--- src/rtl/core/naf_pkg.sv ---
`timescale 1ns / 1ps
// ----------------------------------------------------------------------------
// naf_pkg
// Shared types and codes of the neighbor aware FIFO arbiter.
// ----------------------------------------------------------------------------
package naf_pkg;

    typedef logic [1:0] status_t;

    localparam status_t STATUS_OK        = 2'd0;
    localparam status_t STATUS_FULL      = 2'd1;
    localparam status_t STATUS_NOT_FOUND = 2'd2;

    localparam logic ACT_REQUEST = 1'b0;
    localparam logic ACT_RELEASE = 1'b1;

endpackage

--- src/rtl/core/neighbor_aware_fifo_arbiter.sv ---
`timescale 1ns / 1ps
// ----------------------------------------------------------------------------
// neighbor_aware_fifo_arbiter
// Ordered queue of requester ids; grants a request when no neighbor id is
// queued ahead of the requester, and removes ids on release.
// ----------------------------------------------------------------------------
// Channel   Direction  Contents
// s_*       in         tuser: action; tdata: requester, left, right ids
// m_*       out        tdata: granted, status, queue count
//
// A transfer is taken only in the idle state. The queue is scanned one entry
// per cycle through the registered read port of the queue RAM. A request of a
// queued id stops the scan at its position; an absent id is scanned to the end.
// A release of a queued id then moves each later entry down by one, one per
// cycle. Reset empties the queue at once.
// ----------------------------------------------------------------------------
module neighbor_aware_fifo_arbiter #(
    parameter int QUEUE_DEPTH = 16,
    parameter int ID_BITS     = 8
) (
    input  logic                                        aclk,
    input  logic                                        aresetn,
    input  logic                                        s_tvalid,
    output logic                                        s_tready,
    // requester_id, left_neighbor_id, right_neighbor_id
    input  logic [((3*ID_BITS+7)/8)*8-1:0]              s_tdata,
    // action
    input  logic                                        s_tuser,
    output logic                                        m_tvalid,
    input  logic                                        m_tready,
    // granted, status, queue_count
    output logic [((3+$clog2(QUEUE_DEPTH+1)+7)/8)*8-1:0] m_tdata
);

    localparam int IDX_W = $clog2(QUEUE_DEPTH);
    localparam int CNT_W = $clog2(QUEUE_DEPTH + 1);

    localparam logic [1:0] ST_IDLE  = 2'd0;
    localparam logic [1:0] ST_SCAN  = 2'd1;
    localparam logic [1:0] ST_SHIFT = 2'd2;
    localparam logic [1:0] ST_RESP  = 2'd3;

    logic [1:0]         state_reg, state_next;
    logic [CNT_W-1:0]   cnt_reg, cnt_next;
    logic [CNT_W-1:0]   scan_idx_reg, scan_idx_next;
    logic [CNT_W-1:0]   chk_idx_reg, chk_idx_next;
    logic               chk_valid_reg, chk_valid_next;
    logic               nbr_reg, nbr_next;
    logic               granted_reg, granted_next;
    naf_pkg::status_t   status_reg, status_next;
    logic               action_reg;
    logic [ID_BITS-1:0] id_reg;
    logic [ID_BITS-1:0] left_reg;
    logic [ID_BITS-1:0] right_reg;

    logic               ram_wr_en;
    logic [IDX_W-1:0]   ram_wr_addr;
    logic [ID_BITS-1:0] ram_wr_data;
    logic [ID_BITS-1:0] ram_rd_data;

    logic               issue;
    logic               entry_hit;
    logic               entry_nbr;
    logic               nbr_all;
    logic               self_nbr;
    logic [CNT_W-1:0]   shift_dst;

    naf_ram #(
        .WIDTH (ID_BITS),
        .DEPTH (QUEUE_DEPTH)
    ) u_queue_ram (
        .clk     (aclk),
        .wr_en   (ram_wr_en),
        .wr_addr (ram_wr_addr),
        .wr_data (ram_wr_data),
        .rd_addr (scan_idx_reg[IDX_W-1:0]),
        .rd_data (ram_rd_data)
    );

    assign s_tready  = (state_reg == ST_IDLE);
    assign m_tvalid  = (state_reg == ST_RESP);

    assign issue     = (scan_idx_reg < cnt_reg);
    assign entry_hit = chk_valid_reg && (ram_rd_data == id_reg);
    assign entry_nbr = chk_valid_reg && ((ram_rd_data == left_reg) ||
                                         (ram_rd_data == right_reg));
    assign nbr_all   = nbr_reg | entry_nbr;
    assign self_nbr  = (id_reg == left_reg) || (id_reg == right_reg);
    assign shift_dst = chk_idx_reg - CNT_W'(1);

    always_comb begin
        m_tdata            = '0;
        m_tdata[0]         = granted_reg;
        m_tdata[2:1]       = status_reg;
        m_tdata[3 +: CNT_W] = cnt_reg;
    end

    always_comb begin
        state_next     = state_reg;
        cnt_next       = cnt_reg;
        scan_idx_next  = scan_idx_reg;
        chk_idx_next   = scan_idx_reg;
        chk_valid_next = 1'b0;
        nbr_next       = nbr_reg;
        granted_next   = granted_reg;
        status_next    = status_reg;
        ram_wr_en      = 1'b0;
        ram_wr_addr    = cnt_reg[IDX_W-1:0];
        ram_wr_data    = id_reg;

        case (state_reg)
            ST_IDLE: begin
                if (s_tvalid) begin
                    scan_idx_next = '0;
                    nbr_next      = 1'b0;
                    state_next    = ST_SCAN;
                end
            end
            ST_SCAN: begin
                nbr_next       = nbr_all;
                chk_valid_next = issue;
                if (issue) begin
                    scan_idx_next = scan_idx_reg + CNT_W'(1);
                end
                if (entry_hit) begin
                    if (action_reg == naf_pkg::ACT_REQUEST) begin
                        granted_next = !nbr_all;
                        status_next  = naf_pkg::STATUS_OK;
                        state_next   = ST_RESP;
                    end else begin
                        scan_idx_next  = chk_idx_reg + CNT_W'(1);
                        chk_valid_next = 1'b0;
                        state_next     = ST_SHIFT;
                    end
                end else if (!issue) begin
                    state_next = ST_RESP;
                    if (action_reg == naf_pkg::ACT_REQUEST) begin
                        if (cnt_reg < CNT_W'(QUEUE_DEPTH)) begin
                            ram_wr_en    = 1'b1;
                            cnt_next     = cnt_reg + CNT_W'(1);
                            granted_next = !(nbr_all || self_nbr);
                            status_next  = naf_pkg::STATUS_OK;
                        end else begin
                            granted_next = 1'b0;
                            status_next  = naf_pkg::STATUS_FULL;
                        end
                    end else begin
                        granted_next = 1'b0;
                        status_next  = naf_pkg::STATUS_NOT_FOUND;
                    end
                end
            end
            ST_SHIFT: begin
                chk_valid_next = issue;
                if (issue) begin
                    scan_idx_next = scan_idx_reg + CNT_W'(1);
                end
                if (chk_valid_reg) begin
                    ram_wr_en   = 1'b1;
                    ram_wr_addr = shift_dst[IDX_W-1:0];
                    ram_wr_data = ram_rd_data;
                end
                if (!issue) begin
                    cnt_next     = cnt_reg - CNT_W'(1);
                    granted_next = 1'b0;
                    status_next  = naf_pkg::STATUS_OK;
                    state_next   = ST_RESP;
                end
            end
            ST_RESP: begin
                if (m_tready) begin
                    state_next = ST_IDLE;
                end
            end
            default: begin
                state_next = ST_IDLE;
            end
        endcase
    end

    always_ff @(posedge aclk) begin
        if (!aresetn) begin
            state_reg     <= ST_IDLE;
            cnt_reg       <= '0;
            chk_valid_reg <= 1'b0;
        end else begin
            state_reg     <= state_next;
            cnt_reg       <= cnt_next;
            chk_valid_reg <= chk_valid_next;
        end
    end

    always_ff @(posedge aclk) begin
        scan_idx_reg <= scan_idx_next;
        chk_idx_reg  <= chk_idx_next;
        nbr_reg      <= nbr_next;
        granted_reg  <= granted_next;
        status_reg   <= status_next;
        if (s_tvalid && s_tready) begin
            action_reg <= s_tuser;
            id_reg     <= s_tdata[0 +: ID_BITS];
            left_reg   <= s_tdata[ID_BITS +: ID_BITS];
            right_reg  <= s_tdata[2*ID_BITS +: ID_BITS];
        end
    end

    a_count_bound: assert property (@(posedge aclk) disable iff (!aresetn)
        cnt_reg <= CNT_W'(QUEUE_DEPTH))
        else $error("Queue count exceeds the queue depth.");

    a_full_means_full: assert property (@(posedge aclk) disable iff (!aresetn)
        (m_tvalid && (status_reg == naf_pkg::STATUS_FULL))
            |-> (cnt_reg == CNT_W'(QUEUE_DEPTH)))
        else $error("Full status reported while the queue has room.");

    a_grant_ok: assert property (@(posedge aclk) disable iff (!aresetn)
        (m_tvalid && granted_reg) |-> (status_reg == naf_pkg::STATUS_OK))
        else $error("Grant reported together with an error status.");

    a_release_shrinks: assert property (@(posedge aclk) disable iff (!aresetn)
        ((state_reg == ST_SHIFT) && !issue) |=> (cnt_reg == $past(cnt_reg) - CNT_W'(1)))
        else $error("Release did not remove exactly one entry.");

endmodule

--- src/rtl/core/naf_ram.sv ---
`timescale 1ns / 1ps
// ----------------------------------------------------------------------------
// naf_ram
// Generic simple dual-port RAM with one write port and a registered read port.
// ----------------------------------------------------------------------------
module naf_ram #(
    parameter int WIDTH = 8,
    parameter int DEPTH = 16
) (
    input  logic                     clk,
    input  logic                     wr_en,
    input  logic [$clog2(DEPTH)-1:0] wr_addr,
    input  logic [WIDTH-1:0]         wr_data,
    input  logic [$clog2(DEPTH)-1:0] rd_addr,
    output logic [WIDTH-1:0]         rd_data
);

    logic [WIDTH-1:0] mem [DEPTH];

    always_ff @(posedge clk) begin
        if (wr_en) begin
            mem[wr_addr] <= wr_data;
        end
        rd_data <= mem[rd_addr];
    end

endmodule

--- config.mk ---
export PLATFORM = sky130hd
export DESIGN_NAME = neighbor_aware_fifo_arbiter
export DESIGN_NICKNAME = d
export VERILOG_FILES = /design/src/rtl/core/naf_pkg.sv /design/src/rtl/core/neighbor_aware_fifo_arbiter.sv /design/src/rtl/core/naf_ram.sv
export SDC_FILE = /design/constraint.sdc
export NUM_CORES = 1
export LEC_CHECK = 0
export ABC_AREA = 0
export BUFFER_PORTS_ARGS = -buffer_cell sky130_fd_sc_hd__buf_4
export CORE_ASPECT_RATIO = 1.75
export CORE_UTILIZATION = 65
export DETAILED_ROUTE_END_ITERATION = 10
export GPL_TIMING_DRIVEN = 0
export PLACE_DENSITY_LB_ADDON = 0.2
export RECOVER_POWER = 100
export SLEW_MARGIN = 20
export SYNTH_ARGS = -nofsm -noshare
export SYNTH_HDL_FRONTEND = slang
export SYNTH_HIERARCHICAL = 1
export SYNTH_SLANG_ARGS = --single-unit
--- constraint.sdc ---
create_clock -name aclk -period 4.77 [get_ports aclk]
set_clock_uncertainty 0.1 [all_clocks]
set_input_delay 0 -clock aclk [delete_from_list [all_inputs] [get_ports aclk]]
set_output_delay 0 -clock aclk [all_outputs]
set_load 0.005 [all_outputs]
Word level (Yosys, flattened, before mapping)
Memories as Yosys holds them, arrays and structs flattened. A register that Yosys moved wholly into a read port is not among the register bits.
Cells that the tools add are included.
- flip-flop bits (word level): 47
- bits in writable memories: 128
- logic and storage cells: 103
- memories kept: 1
- memories (name ; depth ; bits a word ; rd ports ; clocked after memory_dff ; write ports ; line ; text):
    u_queue_ram.mem ; 16 ; 8 ; 1 ; 1 ; 1 ; naf_ram.sv:18 ; logic [WIDTH-1:0] mem [DEPTH];
- add/sub/neg operators: 5
- order comparisons: 2
- eq/ne operators: 17
- muxes and demuxes: 48
- bitwise operators: 1
- reduce and logical (&&, ||, !) cells: 17
- operators with widths (operator ; number):
    $mux W5 ; 9
    $eq A8 B8 Y1 ; 5
    $mux W1 ; 18
    $mux W2 ; 9
    $mux W8 ; 2
    $add A5 B1 Y5 const B ; 3
    $pmux W5 S3 ; 1
    $ne A2 B2 Y1 const B ; 6
    $pmux W5 S2 ; 1
    $mux W4 ; 2
    $pmux W1 S2 ; 4
    $pmux W2 S4 ; 1
    $ne A3 B3 Y1 const B ; 2
    $reduce_and A2 Y1 ; 3
    $reduce_and A6 Y1 ; 1
    $lt A5 B5 Y1 ; 1
    $lt A5 B5 Y1 const B ; 1
    $sub A5 B1 Y5 const B ; 1
    $eq A2 B2 Y1 const B ; 2
    $pmux W2 S2 ; 1
    $reduce_and A4 Y1 ; 1
    $reduce_bool A2 Y1 ; 2
    $sub A4 B1 Y4 const B ; 1
    $logic_and A1 B1 Y1 ; 3
    7 further kinds ; 10

Depth between registers and ports, before layout
- depth in word-level cells: 11
- gate-level depth with buffers: 11
- mapped depth without buffers: 10

Cells and area by module
Netlist, hierarchy kept.
- modules (own cells, without submodules) (module ; times used ; cells each ; area an instance (µm²)):
    naf_ram ; 1 ; 229 ; 5147.4
    neighbor_aware_fifo_arbiter ; 1 ; 246 ; 2747.6

Worst setup path before layout
Ideal clock, no wire load.
- path kind: reg-to-reg
- start: register scan_idx_reg[1] (netlist: chk_idx_next[1])
- end: memory u_queue_ram.mem[0][0], enable pin
- arrival time: 2.785 ns
- data required time: 4.287 ns
- path slack: 1.502 ns
- stages on the path, launching flop included: 10
- clock period less this slack: 3.268 ns
- path through: edfxtp_1 > ha_1 > o211ai_1 > o21ai_2 > a21o_1 > nand3_1 > o21ai_0 > and2_1 > or3b_2 > nor3_1
- word-level cells in the longest chain between the ends: 6
- ends and longest elaborated chain (what ; line ; text):
    from (decl) ; neighbor_aware_fifo_arbiter.sv:45 ; logic [CNT_W-1:0] scan_idx_reg, scan_idx_next;
    from (signal assigned) ; neighbor_aware_fifo_arbiter.sv:194 ; scan_idx_reg <= scan_idx_next;
    $lt A5 B5 Y1 ; neighbor_aware_fifo_arbiter.sv:83 ; assign issue = (scan_idx_reg < cnt_reg);
    $mux W1 ; neighbor_aware_fifo_arbiter.sv:135 ; end else if (!issue) begin
    $mux W1 ; neighbor_aware_fifo_arbiter.sv:125 ; if (entry_hit) begin
    $pmux W1 S2 ; neighbor_aware_fifo_arbiter.sv:111 ; case (state_reg)
    named net ram_wr_en ; neighbor_aware_fifo_arbiter.sv:56 ; logic ram_wr_en;
    $mux W1 ; naf_ram.sv:21 ; if (wr_en) begin
    $mux W1 (not written as such) ; naf_ram.sv:22 ; mem[wr_addr] <= wr_data;
    to (decl) ; naf_ram.sv:18 ;
The timed path passes the listed nets, and every way through them passes these cells.

Worst setup path after layout
- start: register state_reg[0]
- end: memory u_queue_ram.mem[3][2], enable pin
- elaborated cells on any way between the ends: 6
- RTL lines (what ; line ; text):
    from (decl) ; neighbor_aware_fifo_arbiter.sv:43 ; logic [1:0] state_reg, state_next;
    from (signal assigned) ; neighbor_aware_fifo_arbiter.sv:187 ; state_reg <= state_next;
    $eq A2 B2 Y1 ; neighbor_aware_fifo_arbiter.sv:111 ;
    $mux W4 ; neighbor_aware_fifo_arbiter.sv:111 ;
    named net ram_wr_addr[1] ; neighbor_aware_fifo_arbiter.sv:57 ; logic [IDX_W-1:0] ram_wr_addr;
The timed path passes the listed nets, and every way through them passes these cells.

==> metrics <==
initial antenna violation count 0; vias in the first global route 4648; Slowest-stage cell, CP o21ai_0; Register-to-Register Path Depth 8; normalized max-slew margin -57.6%; failing checks capacitance limit, slew limit; leading area contributor after synthesis edfxtp_1; 1st-iter DRT viols approximately 340; Pre-Repair DR Iteration Count 4; hold path startpoint s_tdata[18]; fmax roughly 0.24 GHz; Biggest register u_queue_ram/mem; clk sinks around 180; Avg Inst Size Synth between 15 and 20 um^2; clk buf depth 2; Critical Path Start Type flop; worst skew pair latency around 0.44 ns; CTS tree yes; DIE HEIGHT ~150 um; Overall Global Routing Usage around 29%; hold crit path type in2reg; register area share after synthesis around two thirds; RSZ-0062 raised after global routing false; Overflow after GRT 0; Worst Path Max Fanout 10; distinct cell type count after synthesis 50; setup tns final 0 ns; Mapped Area 7900 um^2; Synth top area share 61.6%; drt drc 0; Syn Inst Count between 400 and 500; status complete, but fails checks; Antenna Violating Nets Remaining 0; Synth area leaders edfxtp_1 (62%), dfxtp_1 (5.3%), mux4_2 (5.1%); Peak VDD IR between 400 and 500 uV; gpl congestion slightly above 0.9; Post-synth top flop edfxtp_1; Worst EP required roughly 4.7 ns; clk root buf clkbuf_16; Ys Warns 6; hold_ws slightly above 0.2 ns; Final min period 4.20 ns; r2r startpoint state_reg[0]; Worst-Margin Slew around 2.3 ns; initial core utilization between 60% and 70%; row cnt 52; total CTS buffers 17; Critical Path AT slightly above 4 ns; commonest non-fill, non-tap cell in the layout edfxtp_1; Die W between 80 and 90 um; worst path cell trace inv_1 > ha_1 > clkbuf_1 > nand2_1 > clkbuf_1 > o21ai_0 > nand2_1 > nor2_1; Yosys reg bits 183; # setup viols final 0; period utilization slightly below 90%; vias per inst between 6 and 7; Max Cap Viol 2; H-tree depth 4; Slew Limit Fails 36; Tot Pwr between 4 and 5 mW; Nets roughly 600; fraction of layout cells with a size suffix above 1 17.5%; die area around 13000 um^2; Antenna diodes 0; critical path type reg2reg; DR WL/cell roughly 23 um; Setup Buffers After CTS 0; Synth Net Count 520; Synth async-reset ratio 0%; leakage roughly 3.1 nW; clock slew at reported path FFs 0.07 ns; Top Ports 39; CORE AREA around 12000 um^2; Crit. Startpoint state_reg[0]; Routed WL between 15000 and 20000 um; final hold violations 0; CP max stage delay around 0.97 ns; pwr dens around 540 nW/um^2; Area growth, synth to finish 16.5%; IO Port Bufs 37; first-pass GRT wire length between 20000 and 30000 um; via count 4393; post-DP HPWL 11000 um; most frequent cells in the layout edfxtp_1 (162), xnor2_1 (41), clkbuf_4 (35); EDFF count, synth about 160; Hold Path Depth 2; max reg flops ~130; crit path capture type flop; largest net degree at the start of global routing 26
synth_stat cells, drive strengths merged, types with 2 or more instances:
master	count
nor4	3
nor3	8
o22ai	6
buf	10
nand4	7
a2111oi	2
clkdlybuf4s25	3
nor3b	2
nand3b	2
nand2b	3
o21ai	10
clkbuf	3
nor2	19
xnor2	41
a22oi	16
ha	15
nand3	8
nor2b	6
and2	9
nand2	21
mux2	9
xor2	12
a21oi	14
dfxtp	21
mux4	32
inv	15
a21o	3
edfxtp	162
kinds of logic (layout without fill, tap and decap cells):
logic type / Yosys count / count (layout) / synth area share [%]
mux: 42 / 42 / 11.2
compound gates: 59 / 59 / 5.26
buf+inv: 31 / 129 / 2.16
fa+ha+maj: 16 / 16 / 2.63
simple gates: 91 / 91 / 5.93
xor+xnor: 53 / 53 / 5.88
flops: 183 / 183 / 66.9
worst max-delay path, delay by kind of cell, from the launching register on:
family	cells	cell delay, ns
flip-flops	1	0.34
adder cells (fa/ha/maj)	1	0.25
AND/OR/NAND/NOR	3	1.37
AO/OA/AOI/OAI	1	0.97
buffers and inverters	3	0.78
metal layers:
layer  up-vias  global-route usage, %  part of all wire, %
li1       2022                      -                    -
met1      2185                   31.9                   36
met2       142                   51.6                   55
met3        44                   4.24                  3.6
met4         0                   16.7                  5.0
met5         -                      0                    0
worst paths after layout:
kind / end / slack (ns)
worst max register to register: u_queue_ram/mem[3][2] / 0.57
worst max-delay path: u_queue_ram/mem[3][2] / 0.57
worst min-delay path: right_reg[2] / 0.20
worst min register to register: chk_idx_reg[4] / 0.36
repair_timing:
item,CTS,global route
hold buffers,29,0
endpoints found under the hold margin,34,0
resized for setup,0,0
where the power goes:
group	total [mW]	switching [mW]	internal [mW]
registers	2.19	0.207	1.99
clock network	1.41	0.655	0.751
logic	1.39	0.754	0.639
final cells by class:
cell class              instances  area, um^2
plain buffers                  16         101
fillers                       648        2510
clock buffers                  17         425
multi-input cells             261        2410
well taps                     135         169
clock inverters                15         183
repair buffers                 66         568
flip-flops and latches        183        5290
inverters                      15        56.3
metrics by stage:
step	utilization, %	worst slack [ns]	area [um^2]	cells
floorplan	-	1.50	7900	475
global placement	71.2	0.816	8340	647
detailed placement	71.3	0.577	8350	647
CTS	79.0	0.487	9250	708
global route	78.6	0.397	9200	708
finish	78.6	0.573	9200	708
Power figures use the tool's default switching activity.
